===== config.mk =====
export PLATFORM = sky130hd
export DESIGN_NAME = cassette_block_framer_core
export DESIGN_NICKNAME = d
export VERILOG_FILES = /design/src/hdl/cbf_pkg.sv /design/src/hdl/cbf_ram.sv /design/src/hdl/cbf_seq.sv /design/src/hdl/cbf_dp.sv /design/src/hdl/cassette_block_framer_core.sv
export SDC_FILE = /design/constraint.sdc
export NUM_CORES = 2
export LEC_CHECK = 0
export ABC_AREA = 1
export BUFFER_PORTS_ARGS = -buffer_cell sky130_fd_sc_hd__buf_2
export CAP_MARGIN = 20
export CORE_ASPECT_RATIO = 0.7
export CORE_MARGIN = 3
export CORE_UTILIZATION = 48
export DETAILED_ROUTE_END_ITERATION = 8
export PLACE_DENSITY = 0.63
export SETUP_SLACK_MARGIN = 0.3
export SLEW_MARGIN = 25
export SYNTH_ARGS = -nofsm -noshare
export SYNTH_HDL_FRONTEND = slang
export SYNTH_HIERARCHICAL = 1
export SYNTH_SLANG_ARGS = --single-unit

===== constraint.sdc =====
create_clock -name clk -period 14.6 [get_ports clk]
set_input_delay 2.92 -clock clk [delete_from_list [all_inputs] [get_ports clk]]
set_output_delay 2.92 -clock clk [all_outputs]
set_load 0.1 [all_outputs]

===== src/hdl/cbf_pkg.sv =====
// ----------------------------------------------------------------------------
// cbf_pkg
// shared types, constants and the microcode rom of the cassette block framer
// ----------------------------------------------------------------------------
package cbf_pkg;

	// framing sizes
	localparam int BLOCK_BYTES  = 255;
	localparam int LEADER_BYTES = 256;
	localparam int LEAD_FULL    = LEADER_BYTES / 8;
	localparam int LEAD_REM     = LEADER_BYTES % 8;

	localparam logic [63:0] LEAD_WORD     = 64'h5555_5555_5555_5555;
	localparam logic [63:0] LEAD_REM_WORD = LEAD_WORD >> (8 * (8 - LEAD_REM));

	localparam int FILL_W = $clog2(BLOCK_BYTES + 1);
	localparam int IDX_W  = (FILL_W > 3) ? FILL_W : 3;
	localparam int RAM_AW = (BLOCK_BYTES > 1) ? $clog2(BLOCK_BYTES) : 1;

	// frame bytes
	localparam logic [7:0] BYTE_SYNC     = 8'h55;
	localparam logic [7:0] BYTE_MARK     = 8'h3C;
	localparam logic [7:0] BYTE_ZERO     = 8'h00;
	localparam logic [7:0] BYTE_NAME_LEN = 8'h0F;
	localparam logic [7:0] BYTE_EXEC     = 8'h02;
	localparam logic [7:0] BYTE_DATA_TYP = 8'h01;
	localparam logic [7:0] BYTE_END_TYP  = 8'hFF;
	localparam logic [7:0] BYTE_PAD      = 8'h20;

	localparam logic [2:0] NAME_LAST = 3'd7;

	// item commands
	localparam logic CMD_DATA = 1'b0;
	localparam logic CMD_END  = 1'b1;

	// register indexes
	localparam logic [1:0] REG_LOAD  = 2'd0;
	localparam logic [1:0] REG_START = 2'd1;
	localparam logic [1:0] REG_NAME  = 2'd2;

	typedef struct packed {
		logic       cmd;
		logic [7:0] data_byte;
	} cbf_item_t;

	typedef struct packed {
		logic [63:0] out_bytes;
		logic [3:0]  byte_count;
		logic [5:0]  repeat_res;
		logic        last;
	} cbf_res_t;

	typedef struct packed {
		logic [15:0] load_address;
		logic [15:0] start_address;
		logic [63:0] name_chars;
	} cbf_cfg_t;

	typedef enum logic [3:0] {
		SRC_SYNC, SRC_MARK, SRC_ZERO, SRC_NAMELEN, SRC_EXEC, SRC_ONE, SRC_FF,
		SRC_NAME, SRC_STH, SRC_STL, SRC_LDH, SRC_LDL, SRC_CHK, SRC_FILL, SRC_RAM
	} src_t;

	typedef enum logic [1:0] {LEAD_NONE, LEAD_GRP, LEAD_TAIL} lead_t;

	typedef enum logic [1:0] {LAST_NEVER, LAST_ALWAYS, LAST_HDR, LAST_DATA} last_t;

	typedef enum logic [1:0] {IDX_HOLD, IDX_CLR, IDX_INC} idx_op_t;

	typedef enum logic [3:0] {
		C_NEXT, C_ALWAYS, C_NO_ITEM, C_FIN, C_HDR, C_CMD_END, C_NO_BLOCK,
		C_FILL_ZERO, C_NAME_MORE, C_DATA_MORE
	} cond_t;

	typedef logic [5:0] step_t;

	// branch targets
	localparam step_t S_IDLE  = 6'd0;
	localparam step_t S_NAME  = 6'd9;
	localparam step_t S_DATA  = 6'd21;
	localparam step_t S_BLOCK = 6'd23;
	localparam step_t S_BODY  = 6'd27;
	localparam step_t S_END   = 6'd31;
	localparam step_t S_ENDF  = 6'd33;

	typedef struct packed {
		logic    accept;
		logic    push;
		logic    eof;
		logic    sum_en;
		logic    ck_clr;
		logic    ram_wr;
		logic    ram_rd;
		logic    hdr_set;
		logic    fin_set;
		logic    blk_clr;
		src_t    src;
		lead_t   lead;
		last_t   last;
		idx_op_t idx_op;
		cond_t   cond;
		step_t   target;
	} ctl_t;

	typedef struct packed {
		logic in_valid;
		logic stall;
		logic fin;
		logic hdr;
		logic cmd_end;
		logic no_block;
		logic fill_zero;
		logic name_more;
		logic data_more;
	} stat_t;

	localparam ctl_t CW_NOP = '{
		accept: 1'b0, push: 1'b0, eof: 1'b0, sum_en: 1'b0, ck_clr: 1'b0,
		ram_wr: 1'b0, ram_rd: 1'b0, hdr_set: 1'b0, fin_set: 1'b0, blk_clr: 1'b0,
		src: SRC_SYNC, lead: LEAD_NONE, last: LAST_NEVER, idx_op: IDX_HOLD,
		cond: C_NEXT, target: S_IDLE
	};

	function automatic logic is_alnum(input logic [7:0] c);
		return (c >= 8'h30 && c <= 8'h39) || (c >= 8'h41 && c <= 8'h5A) ||
		       (c >= 8'h61 && c <= 8'h7A);
	endfunction

	function automatic logic [7:0] to_upper(input logic [7:0] c);
		return (c >= 8'h61) ? c - 8'h20 : c;
	endfunction

	// microcode rom, one control word per step
	function automatic ctl_t ucode(input step_t s);
		ctl_t w;
		w = CW_NOP;
		case (s)
			// wait for an item
			6'd0: begin
				w.accept = 1'b1; w.cond = C_NO_ITEM; w.target = S_IDLE;
			end
			6'd1: begin w.cond = C_FIN; w.target = S_IDLE; end
			6'd2: begin w.cond = C_HDR; w.target = S_DATA; end
			// first leader
			6'd3: begin w.lead = LEAD_GRP; w.hdr_set = 1'b1; end
			6'd4: begin w.lead = LEAD_TAIL; end
			// name block
			6'd5: begin w.push = 1'b1; w.src = SRC_SYNC; w.ck_clr = 1'b1; end
			6'd6: begin w.push = 1'b1; w.src = SRC_MARK; end
			6'd7: begin w.push = 1'b1; w.src = SRC_ZERO; w.sum_en = 1'b1; end
			6'd8: begin
				w.push = 1'b1; w.src = SRC_NAMELEN; w.sum_en = 1'b1; w.idx_op = IDX_CLR;
			end
			6'd9: begin
				w.push = 1'b1; w.src = SRC_NAME; w.sum_en = 1'b1; w.idx_op = IDX_INC;
				w.cond = C_NAME_MORE; w.target = S_NAME;
			end
			6'd10: begin w.push = 1'b1; w.src = SRC_EXEC; w.sum_en = 1'b1; end
			6'd11: begin w.push = 1'b1; w.src = SRC_ZERO; w.sum_en = 1'b1; end
			6'd12: begin w.push = 1'b1; w.src = SRC_ZERO; w.sum_en = 1'b1; end
			6'd13: begin w.push = 1'b1; w.src = SRC_STH; w.sum_en = 1'b1; end
			6'd14: begin w.push = 1'b1; w.src = SRC_STL; w.sum_en = 1'b1; end
			6'd15: begin w.push = 1'b1; w.src = SRC_LDH; w.sum_en = 1'b1; end
			6'd16: begin w.push = 1'b1; w.src = SRC_LDL; w.sum_en = 1'b1; end
			6'd17: begin w.push = 1'b1; w.src = SRC_CHK; end
			6'd18: begin w.push = 1'b1; w.src = SRC_SYNC; w.eof = 1'b1; end
			// second leader
			6'd19: begin w.lead = LEAD_GRP; w.last = LAST_HDR; end
			6'd20: begin w.lead = LEAD_TAIL; w.last = LAST_HDR; end
			// data byte or end of stream
			6'd21: begin w.cond = C_CMD_END; w.target = S_END; end
			6'd22: begin w.ram_wr = 1'b1; w.cond = C_NO_BLOCK; w.target = S_IDLE; end
			// data block
			6'd23: begin w.push = 1'b1; w.src = SRC_SYNC; w.ck_clr = 1'b1; end
			6'd24: begin w.push = 1'b1; w.src = SRC_MARK; end
			6'd25: begin w.push = 1'b1; w.src = SRC_ONE; w.sum_en = 1'b1; end
			6'd26: begin
				w.push = 1'b1; w.src = SRC_FILL; w.sum_en = 1'b1;
				w.idx_op = IDX_CLR; w.ram_rd = 1'b1;
			end
			6'd27: begin
				w.push = 1'b1; w.src = SRC_RAM; w.sum_en = 1'b1; w.idx_op = IDX_INC;
				w.ram_rd = 1'b1; w.cond = C_DATA_MORE; w.target = S_BODY;
			end
			6'd28: begin w.push = 1'b1; w.src = SRC_CHK; end
			6'd29: begin
				w.push = 1'b1; w.src = SRC_SYNC; w.eof = 1'b1; w.last = LAST_DATA;
				w.blk_clr = 1'b1; w.cond = C_CMD_END; w.target = S_ENDF;
			end
			6'd30: begin w.cond = C_ALWAYS; w.target = S_IDLE; end
			// end of stream
			6'd31: begin w.cond = C_FILL_ZERO; w.target = S_ENDF; end
			6'd32: begin w.cond = C_ALWAYS; w.target = S_BLOCK; end
			6'd33: begin w.push = 1'b1; w.src = SRC_SYNC; end
			6'd34: begin w.push = 1'b1; w.src = SRC_MARK; end
			6'd35: begin w.push = 1'b1; w.src = SRC_FF; end
			6'd36: begin w.push = 1'b1; w.src = SRC_ZERO; end
			6'd37: begin w.push = 1'b1; w.src = SRC_FF; end
			6'd38: begin
				w.push = 1'b1; w.src = SRC_SYNC; w.eof = 1'b1; w.last = LAST_ALWAYS;
				w.fin_set = 1'b1; w.cond = C_ALWAYS; w.target = S_IDLE;
			end
			default: begin w.cond = C_ALWAYS; w.target = S_IDLE; end
		endcase
		return w;
	endfunction

endpackage


===== src/hdl/cbf_ram.sv =====
// ----------------------------------------------------------------------------
// cbf_ram
// generic single write port, single read port ram with registered read
// ----------------------------------------------------------------------------
module cbf_ram #(
	parameter int WIDTH = 8,
	parameter int DEPTH = 256,
	localparam int AW   = (DEPTH > 1) ? $clog2(DEPTH) : 1
) (
	input  logic             clk,
	input  logic             wr_en,
	input  logic [AW-1:0]    wr_addr,
	input  logic [WIDTH-1:0] wr_data,
	input  logic             rd_en,
	input  logic [AW-1:0]    rd_addr,
	output logic [WIDTH-1:0] rd_data
);

	logic [WIDTH-1:0] mem_q [DEPTH];

	always_ff @(posedge clk) begin
		if (wr_en) begin
			mem_q[wr_addr] <= wr_data;
		end
		if (rd_en) begin
			rd_data <= mem_q[rd_addr];
		end
	end

endmodule


===== src/hdl/cbf_seq.sv =====
// ----------------------------------------------------------------------------
// cbf_seq
// step counter and rom decode of the framer microcode
// ----------------------------------------------------------------------------
module cbf_seq import cbf_pkg::*; (
	input  logic  clk,
	input  logic  arst_n,
	input  stat_t stat,
	output ctl_t  ctl
);

	step_t step_q;
	step_t step_nxt;
	logic  take;

	assign ctl = ucode(step_q);

	always_comb begin
		unique case (ctl.cond)
			C_NEXT:      take = 1'b0;
			C_ALWAYS:    take = 1'b1;
			C_NO_ITEM:   take = !stat.in_valid;
			C_FIN:       take = stat.fin;
			C_HDR:       take = stat.hdr;
			C_CMD_END:   take = stat.cmd_end;
			C_NO_BLOCK:  take = stat.no_block;
			C_FILL_ZERO: take = stat.fill_zero;
			C_NAME_MORE: take = stat.name_more;
			C_DATA_MORE: take = stat.data_more;
			default:     take = 1'b0;
		endcase
	end

	always_comb begin
		if (stat.stall) begin
			step_nxt = step_q;
		end else if (take) begin
			step_nxt = ctl.target;
		end else begin
			step_nxt = step_q + 6'd1;
		end
	end

	always_ff @(posedge clk or negedge arst_n) begin
		if (!arst_n) begin
			step_q <= S_IDLE;
		end else begin
			step_q <= step_nxt;
		end
	end

endmodule


===== src/hdl/cbf_dp.sv =====
// ----------------------------------------------------------------------------
// cbf_dp
// framer datapath: byte select, checksum, block buffer, byte packer, result register
// ----------------------------------------------------------------------------
module cbf_dp import cbf_pkg::*; (
	input  logic      clk,
	input  logic      arst_n,
	input  ctl_t      ctl,
	input  cbf_cfg_t  cfg,
	input  logic      item_valid,
	input  cbf_item_t item,
	output stat_t     stat,
	output logic      res_valid,
	input  logic      res_ready,
	output cbf_res_t  res
);

	cbf_item_t            item_q;
	logic [FILL_W-1:0]    fill_q;
	logic [IDX_W-1:0]     idx_q;
	logic [7:0]           ck_q;
	logic                 hdr_q;
	logic                 fin_q;
	logic                 go_q;
	logic [63:0]          pack_q;
	logic [2:0]           pcnt_q;
	logic                 res_valid_q;
	cbf_res_t             res_q;

	logic [7:0]           nm_c;
	logic                 nm_ok;
	logic [7:0]           b;
	logic [7:0]           ram_q;
	logic [IDX_W-1:0]     rd_addr;
	logic                 rd_en;
	logic                 wr_en;
	logic [3:0]           cnt_nxt;
	logic [63:0]          pack_nxt;
	logic                 emit_push;
	logic                 lead_grp_on;
	logic                 lead_tail_on;
	logic                 emit;
	logic                 stall;
	logic                 adv;
	logic                 no_block;
	logic                 last_raw;
	cbf_res_t             res_nxt;

	// name character with prefix cut and uppercase
	assign nm_c  = cfg.name_chars[{idx_q[2:0], 3'b000} +: 8];
	assign nm_ok = go_q && is_alnum(nm_c);

	assign no_block = ((FILL_W+1)'(fill_q) + (FILL_W+1)'(1)) < (FILL_W+1)'(BLOCK_BYTES);

	always_comb begin
		case (ctl.src)
			SRC_SYNC:    b = BYTE_SYNC;
			SRC_MARK:    b = BYTE_MARK;
			SRC_ZERO:    b = BYTE_ZERO;
			SRC_NAMELEN: b = BYTE_NAME_LEN;
			SRC_EXEC:    b = BYTE_EXEC;
			SRC_ONE:     b = BYTE_DATA_TYP;
			SRC_FF:      b = BYTE_END_TYP;
			SRC_NAME:    b = nm_ok ? to_upper(nm_c) : BYTE_PAD;
			SRC_STH:     b = cfg.start_address[15:8];
			SRC_STL:     b = cfg.start_address[7:0];
			SRC_LDH:     b = cfg.load_address[15:8];
			SRC_LDL:     b = cfg.load_address[7:0];
			SRC_CHK:     b = ck_q;
			SRC_FILL:    b = 8'(fill_q);
			SRC_RAM:     b = ram_q;
			default:     b = BYTE_SYNC;
		endcase
	end

	// packer
	assign cnt_nxt   = {1'b0, pcnt_q} + 4'd1;
	assign pack_nxt  = pack_q | ({56'd0, b} << {pcnt_q, 3'b000});
	assign emit_push = ctl.push && (ctl.eof || cnt_nxt == 4'd8);

	assign lead_grp_on  = (ctl.lead == LEAD_GRP) && (LEAD_FULL != 0);
	assign lead_tail_on = (ctl.lead == LEAD_TAIL) && (LEAD_REM != 0);
	assign emit         = emit_push || lead_grp_on || lead_tail_on;

	assign stall = emit && res_valid_q && !res_ready;
	assign adv   = !stall;

	always_comb begin
		case (ctl.last)
			LAST_NEVER:  last_raw = 1'b0;
			LAST_ALWAYS: last_raw = 1'b1;
			LAST_HDR:    last_raw = (item_q.cmd == CMD_DATA) && no_block;
			LAST_DATA:   last_raw = (item_q.cmd == CMD_DATA);
			default:     last_raw = 1'b0;
		endcase
	end

	always_comb begin
		if (lead_grp_on) begin
			res_nxt.out_bytes  = LEAD_WORD;
			res_nxt.byte_count = 4'd8;
			res_nxt.repeat_res = 6'(LEAD_FULL);
			res_nxt.last       = last_raw && (LEAD_REM == 0);
		end else if (lead_tail_on) begin
			res_nxt.out_bytes  = LEAD_REM_WORD;
			res_nxt.byte_count = 4'(LEAD_REM);
			res_nxt.repeat_res = 6'd1;
			res_nxt.last       = last_raw;
		end else begin
			res_nxt.out_bytes  = pack_nxt;
			res_nxt.byte_count = cnt_nxt;
			res_nxt.repeat_res = 6'd1;
			res_nxt.last       = last_raw;
		end
	end

	// block buffer
	assign rd_addr = (ctl.idx_op == IDX_CLR) ? '0 : idx_q + IDX_W'(1);
	assign rd_en   = adv && ctl.ram_rd && (rd_addr < IDX_W'(fill_q));
	assign wr_en   = adv && ctl.ram_wr;

	cbf_ram #(
		.WIDTH (8),
		.DEPTH (BLOCK_BYTES)
	) u_buf (
		.clk     (clk),
		.wr_en   (wr_en),
		.wr_addr (fill_q[RAM_AW-1:0]),
		.wr_data (item_q.data_byte),
		.rd_en   (rd_en),
		.rd_addr (rd_addr[RAM_AW-1:0]),
		.rd_data (ram_q)
	);

	always_ff @(posedge clk) begin
		if (item_valid && ctl.accept) begin
			item_q <= item;
		end
		if (adv && emit) begin
			res_q <= res_nxt;
		end
	end

	always_ff @(posedge clk or negedge arst_n) begin
		if (!arst_n) begin
			fill_q      <= '0;
			idx_q       <= '0;
			ck_q        <= '0;
			hdr_q       <= 1'b0;
			fin_q       <= 1'b0;
			go_q        <= 1'b0;
			pack_q      <= '0;
			pcnt_q      <= '0;
			res_valid_q <= 1'b0;
		end else begin
			if (adv && emit) begin
				res_valid_q <= 1'b1;
			end else if (res_ready) begin
				res_valid_q <= 1'b0;
			end
			if (adv) begin
				if (ctl.push) begin
					if (emit_push) begin
						pack_q <= '0;
						pcnt_q <= '0;
					end else begin
						pack_q <= pack_nxt;
						pcnt_q <= pcnt_q + 3'd1;
					end
				end
				if (ctl.ck_clr) begin
					ck_q <= '0;
					go_q <= 1'b1;
				end else if (ctl.push && ctl.sum_en) begin
					ck_q <= ck_q + b;
				end
				if (ctl.push && ctl.src == SRC_NAME && !nm_ok) begin
					go_q <= 1'b0;
				end
				unique case (ctl.idx_op)
					IDX_CLR:  idx_q <= '0;
					IDX_INC:  idx_q <= idx_q + IDX_W'(1);
					default:  idx_q <= idx_q;
				endcase
				if (ctl.ram_wr) begin
					fill_q <= fill_q + FILL_W'(1);
				end else if (ctl.blk_clr) begin
					fill_q <= '0;
				end
				if (ctl.hdr_set) begin
					hdr_q <= 1'b1;
				end
				if (ctl.fin_set) begin
					fin_q <= 1'b1;
				end
			end
		end
	end

	assign stat.in_valid  = item_valid;
	assign stat.stall     = stall;
	assign stat.fin       = fin_q;
	assign stat.hdr       = hdr_q;
	assign stat.cmd_end   = (item_q.cmd == CMD_END);
	assign stat.no_block  = no_block;
	assign stat.fill_zero = (fill_q == '0);
	assign stat.name_more = (idx_q[2:0] != NAME_LAST);
	assign stat.data_more = ((IDX_W+1)'(idx_q) + (IDX_W+1)'(1)) < (IDX_W+1)'(fill_q);

	assign res_valid = res_valid_q;
	assign res       = res_q;

endmodule


===== src/hdl/cassette_block_framer_core.sv =====
// ----------------------------------------------------------------------------
// cassette_block_framer_core
// frames a byte stream into a cassette tape image with checksummed blocks
// ----------------------------------------------------------------------------
// The first item of either kind sends a 0x55 leader, the name block and a
// second leader; data bytes are collected in a 255-byte buffer and leave as
// 55 3C 01 len data chk 55 when the buffer fills; an end command flushes any
// partial block, sends 55 3C FF 00 FF 55, and every later item is dropped.
// Results are groups of up to eight bytes, first byte in the low bits; a
// leader is one group of eight 0x55 with a repeat count. The block takes one
// item at a time: a data byte that closes no block holds item_ready low
// while the program steps back to idle, a block flush adds the frame of that
// block, the first item adds the header, and the end command holds it low
// while its own frame and any flush go out. The microcode sequencer moves one
// frame byte per cycle into the packer unless a result waits on res_ready,
// and it reads the buffer through a single read port.
// Configuration writes are taken at any time but belong in idle periods; the
// name and addresses are sampled while the header goes out.
// ----------------------------------------------------------------------------
module cassette_block_framer_core import cbf_pkg::*; (
	input  logic        clk,
	input  logic        arst_n,
	// item channel
	input  logic        item_valid,
	output logic        item_ready,
	input  cbf_item_t   item,
	// result channel
	output logic        res_valid,
	input  logic        res_ready,
	output cbf_res_t    res,
	// configuration writes
	input  logic        wr_en,
	input  logic [1:0]  wr_index,
	input  logic [63:0] wr_data
);

	cbf_cfg_t cfg_q;
	ctl_t     ctl;
	stat_t    stat;

	// configuration registers, writes beyond the list fall through
	always_ff @(posedge clk or negedge arst_n) begin
		if (!arst_n) begin
			cfg_q <= '0;
		end else if (wr_en) begin
			case (wr_index)
				REG_LOAD:  cfg_q.load_address  <= wr_data[15:0];
				REG_START: cfg_q.start_address <= wr_data[15:0];
				REG_NAME:  cfg_q.name_chars    <= wr_data;
				default:   cfg_q <= cfg_q;
			endcase
		end
	end

	// items are taken only on the idle step of the program
	assign item_ready = ctl.accept;

	cbf_seq u_seq (
		.clk    (clk),
		.arst_n (arst_n),
		.stat   (stat),
		.ctl    (ctl)
	);

	cbf_dp u_dp (
		.clk        (clk),
		.arst_n     (arst_n),
		.ctl        (ctl),
		.cfg        (cfg_q),
		.item_valid (item_valid),
		.item       (item),
		.stat       (stat),
		.res_valid  (res_valid),
		.res_ready  (res_ready),
		.res        (res)
	);

`ifndef SYNTHESIS
	// one item per pass through the program
	a_one_item: assert property (@(posedge clk) disable iff (!arst_n)
		(item_valid && item_ready) |=> !item_ready)
		else $error("item_ready stayed high after a transfer");

	// every result carries one to eight bytes
	a_count: assert property (@(posedge clk) disable iff (!arst_n)
		res_valid |-> (res.byte_count != 4'd0 && res.byte_count <= 4'd8))
		else $error("result byte count out of range");

	// only full leader groups repeat
	a_repeat: assert property (@(posedge clk) disable iff (!arst_n)
		(res_valid && res.repeat_res != 6'd1) |->
			(res.byte_count == 4'd8 && res.out_bytes == LEAD_WORD))
		else $error("repeated group is not a full leader group");

	// a result still waiting on res_ready stays valid while the block is idle
	a_idle_quiet: assert property (@(posedge clk) disable iff (!arst_n)
		(item_ready && res_valid && !res_ready) |=> res_valid)
		else $error("waiting result dropped while idle");
`endif

endmodule


* Word-level counts from Yosys, hierarchy flattened
Memories as Yosys holds them, arrays and structs flattened. A register that Yosys moved wholly into a read port is not among the register bits.
Index checks and enable logic that the tools add are counted.
** Cells by class
- Shift-type cells :: 2
- Reductions and logical operators :: 58
- Magnitude comparators :: 9
- Equality and inequality tests :: 70
- Mux-type cells :: 36
- Bitwise logic cells :: 3
- Add/sub/neg operators :: 9
** Operator list (count)
- case mux 8 bit (14 select lines) :: 1
- case mux 10 bit (11 select lines) :: 1
- == test 6 x 5 -> 1 bit, second input constant :: 15
- two-way mux 64 bit :: 1
- bitwise OR 64 bit :: 1
- indexed part select 64 x 7 -> 8 bit :: 1
- << shifter 8 x 6 -> 64 bit :: 1
- two-way mux 8 bit :: 7
- case mux 4 bit (14 select lines) :: 1
- OR reduction 27 bit :: 2
- == test 6 x 4 -> 1 bit, second input constant :: 8
- == test 6 bit, second input constant :: 7
- == test 4 bit, second input constant :: 10
- == test 4 x 3 -> 1 bit, second input constant :: 8
- == test 6 x 3 -> 1 bit, second input constant :: 4
- AND reduction 2 bit :: 10
- adder 8 x 1 -> 9 bit, second input constant :: 2
- OR reduction 2 bit :: 9
- adder 8 x 1 -> 8 bit, second input constant :: 2
- == test 4 x 2 -> 1 bit, second input constant :: 4
- greater-or-equal comparator 8 x 7 -> 1 bit, second input constant :: 2
- <= comparator 8 x 7 -> 1 bit, second input constant :: 2
- logical AND 1 bit :: 16
- two-way mux 1 bit :: 16
- other kinds (34) :: 56
** Word-level totals
- Memories :: 1
- Output and inout bits :: 77
- Memory bits (writable) :: 2040
- Bits in registers :: 281
- Input port bits :: 80
** Memories
- u_dp.u_buf.mem_q :: words 255, width 8, rd ports 1, clocked after memory_dff 1, wr ports 1, RTL line cbf_ram.sv:19 : logic [WIDTH-1:0] mem_q [DEPTH];

* Logic depth before layout (Yosys ltp)
- Word-level depth :: 12
- Gate-level depth with buffers :: 31
- Depth with buffers taken out :: 31

* Cells and area by module
Netlist, hierarchy kept.
** Modules (own cells, without submodules)
- cbf_ram :: instances 1, area an instance 83136.0 µm², cells each 6994, seq. area each 61499.0 µm²
- cbf_dp :: instances 1, area an instance 9962.1 µm², cells each 1193, seq. area each 4779.6 µm²
- cassette_block_framer_core :: instances 1, area an instance 3932.5 µm², cells each 427, seq. area each 2402.3 µm²
- cbf_seq :: instances 1, area an instance 1407.6 µm², cells each 238, seq. area each 150.1 µm²

* Worst setup path after synthesis
Ideal clock, no wire load.
- Path kind :: input-to-reg
- From :: input res_ready
- To :: register u_dp.res_q (netlist bit u_dp/res[0]), enable pin
- Path slack :: 8.164 ns
- Buffers on the path :: 0
- Data arrival time :: 5.936 ns
- Stages on the path :: 2
- Cells stage by stage :: nor2_1 -> nor2_1
** On the way
- Cells in the longest elaborated chain, start to end :: 4
** Ends and longest elaborated chain
- start: declaration :: RTL line cassette_block_framer_core.sv:29 : input logic res_ready,
- logical NOT 1 bit :: RTL line cbf_dp.sv:85 : assign stall = emit && res_valid_q && !res_ready;
- logical AND 1 bit :: RTL line cbf_dp.sv:85
- logical NOT 1 bit :: RTL line cbf_dp.sv:86 : assign adv = !stall;
- logical AND 1 bit :: RTL line cbf_dp.sv:139 : if (adv && emit) begin
- end signal: assignment :: RTL line cbf_dp.sv:140 : res_q <= res_nxt;
- end: declaration :: RTL line cbf_dp.sv:28 : cbf_res_t res_q;
No other way between the ends.
A chain may end at the register's enable or synchronous reset.

==> run_results.csv <==
group,metric,value,unit
floorplanning,start_util,48.5,%
worst_hold_path,hold_class,"register to register",
synth,yosys_warnings,6,
placed_design,dp.cells,11200,
run,max_cap_viol_count,0,
placed_design,place_area,0.101,mm2
grt,grt-ovfl-total,0,
drt,drt-total-wl,275000,um
power,total_power,22.1,mW
drt,drc,0,
grt,grt_usage,25.5,%
sta,fin_crit_sh,48.2,%
clocking,cts_root_buffer,"clkbuf_16",
sta,rsz0062_at_grt,"no",
power,peakVddDrop,0.255,mV
worst_hold_path,min_from,"u_dp/hdr_q$_DFFE_PN0P_",
floorplanning,die-area,0.211,mm2
placed_design,dpl.hpwl,156000,um
floorplanning,ios,157,
worst_setup_path,worstPathMaxFanout,175,
floorplanning,die_w,547,um
synth,synth_area_per_cell,11.1,um2
worst_setup_path,slowest_stage,"buf_4",
worst_setup_path,slowest_delay,0.87,ns
clocking,clk_pin_slew,0.07,ns
final_layout,drive_above_1_share,7.36,%
grt,grt_start_max_net_pins,203,
clocking,cts_resized,0,
worst_setup_path,startpoint_type,"register",
worst_setup_path,critPathRequiredTime,15.34,ns
worst_hold_path,worstHoldEndpoint,"u_dp/hdr_q$_DFFE_PN0P_",
worst_setup_path,cp-end-kind,"register",
clocking,postCtsSetupBuffers,0,
sta,worst_pin_slew,1.25,ns
worst_setup_path,cp_cell_sequence,"inv_1 > ha_1 > nand3_2 > nand2_1 > inv_1 > ha_1 > nor2_4 > buf_12 > buf_4 > buf_4 > buf_4 > nand2_1 > nand3_1 > nand3_1 > nand3_1 > nand3_1 > nand3_1 > nand3_1 > nand2_1 > nand2_1 > nand2_1",
worst_setup_path,r2r_start,"u_seq/step_q[1]$_DFFE_PN0N_",
sta,fin_skew,0.0551,ns
grt,grt_pass1_wl,410000,um
clocking,htreeDepth,4,
drt,avgRoutedWirePerCell,23.6,um
placed_design,pre_cts_ws,7.68,ns
synth,synthCells,8851,
final_layout,stdcell_count,11700,
synth,netlist_area,0.0984,mm2
floorplanning,core_area,0.203,mm2
placed_design,port_buffers,152,
clocking,cts_buffers,219,
drt,drtIter0Drc,10400,
grt,grt_pass1_vias,63100,
final_layout,final_cell_mix,"nand2_1, nand3_1, edfxtp_1",
drt,ant_nets,0,
worst_setup_path,reg2reg_depth,21,
floorplanning,die_h,385,um
grt,antenna_found_initial,20,
sta,setup_slack,7.57,ns
sta,finalCriticalPeriod,7.03,ns
clocking,clock_sinks,2325,
final_layout,design_area,0.108,mm2
clocking,hold_buffers,0,
final_layout,nets,8853,
worst_setup_path,path_delay_family,"buffers and inverters",
worst_setup_path,cpMostUsedCell,"nand3_1",
sta,fin_tns_setup,0,ns
run_status,status,"completed",
final_layout,area_delta_synth_final,9.60,%
sta,maxSlewHeadroom,16.5,%
sta,hold_viol_final,0,
worst_setup_path,rrSetupSlack,7.57,ns
worst_setup_path,crit_buf_inv,6,
worst_setup_path,crit_type,"register to register",
clocking,cts_tree,"yes",
worst_setup_path,r2r_end,"u_dp/u_buf/rd_data[0]$_DFFE_PP_",
drt,drt-vias-per-instance,5.84,
drt,dr_total_vias,68100,
final_layout,layout_commonest_cell,"nand2_1",
power,p_leak,39.1,nW
worst_setup_path,cp.arrival,7.78,ns
sta,fmax,142,MHz
sta,setup_violations,0,
final_layout,n_fill_cell,17300,
sta,slew_viol_final,0,
clocking,insertion_delay,0.88,ns
worst_hold_path,holdPathStages,1,
drt,first_pass_iters,6,
power,power_per_cell_area,205,mW/mm2
placed_design,gp_congestion,0.897,
clocking,clock_path_buffers,4,
floorplanning,num_rows,138,
==> stage by stage <==
stage	utilization (%)	hold WS, ns
finish	53.1	0.462
floorplan	-	0.429
detailed placement	49.6	0.450
global route	53.1	0.488
CTS	53.1	0.464
global placement	49.6	0.450
==> layer usage <==
metal  wire length (um)  GRT usage [%]  vias to the layer above
li1                   -              -                    30800
met1             120000           39.1                    33300
met2             116000           36.2                     3516
met3              31800           6.19                      510
met4               7420           6.96                        6
met5                 39              0                        -
==> area by class of cell <==
type / instances / area [um2] / area share (%)
Inverter: 289 / 1130 / 1.05
Multi-Input combinational cell: 5653 / 25600 / 23.8
Clock inverter: 147 / 1460 / 1.35
Sequential cell: 2325 / 68800 / 63.8
Tap cell: 2730 / 3420 / 3.17
Clock buffer: 253 / 5640 / 5.23
Antenna cell: 10 / 25.0 / 0.0232
Timing Repair Buffer: 248 / 1740 / 1.61
==> how the worst max path moves through the flow <==
| stage | slack [ns] | startpoint | depth (start not counted) | endpoint |
|---|---|---|---|---|
| after floorplan | 8.16 | res_ready | 2 | u_dp/res[0]$_DFFE_PP_ |
| after global placement | 7.76 | u_seq/step_q[1]$_DFFE_PN0N_ | 21 | u_dp/u_buf/rd_data[0]$_DFFE_PP_ |
| after detailed placement | 7.68 | u_seq/step_q[1]$_DFFE_PN0N_ | 21 | u_dp/u_buf/rd_data[0]$_DFFE_PP_ |
| after CTS | 7.65 | u_seq/step_q[1]$_DFFE_PN0N_ | 21 | u_dp/u_buf/rd_data[0]$_DFFE_PP_ |
| after global routing | 7.10 | u_seq/step_q[1]$_DFFE_PN0N_ | 21 | u_dp/u_buf/rd_data[7]$_DFFE_PP_ |
| final | 7.57 | u_seq/step_q[1]$_DFFE_PN0N_ | 21 | u_dp/u_buf/rd_data[0]$_DFFE_PP_ |
==> power breakdown <==
group	switching [mW]	internal (mW)	total [mW]
registers	0.167	7.66	7.83
clock network	2.50	3.26	5.76
logic	6.42	2.09	8.51
==> sequential cells by signal, summed over array words and instances, names as in the netlist <==
signal and count:
u_dp/item_q 8, u_dp/idx_q 8, u_dp/pcnt_q 3, u_dp/fin_q 1, u_dp/res_valid 1, u_dp/pack_q 64
u_dp/u_buf/rd_data 8, u_dp/res 71, u_dp/fill_q 8, u_dp/ck_q 8, u_dp/u_buf/mem_q 2040, u_dp/go_q 1
cfg_q 96, u_dp/hdr_q 1, u_dp/stat 1, u_seq/step_q 6
Power figures use the tool's default switching activity.
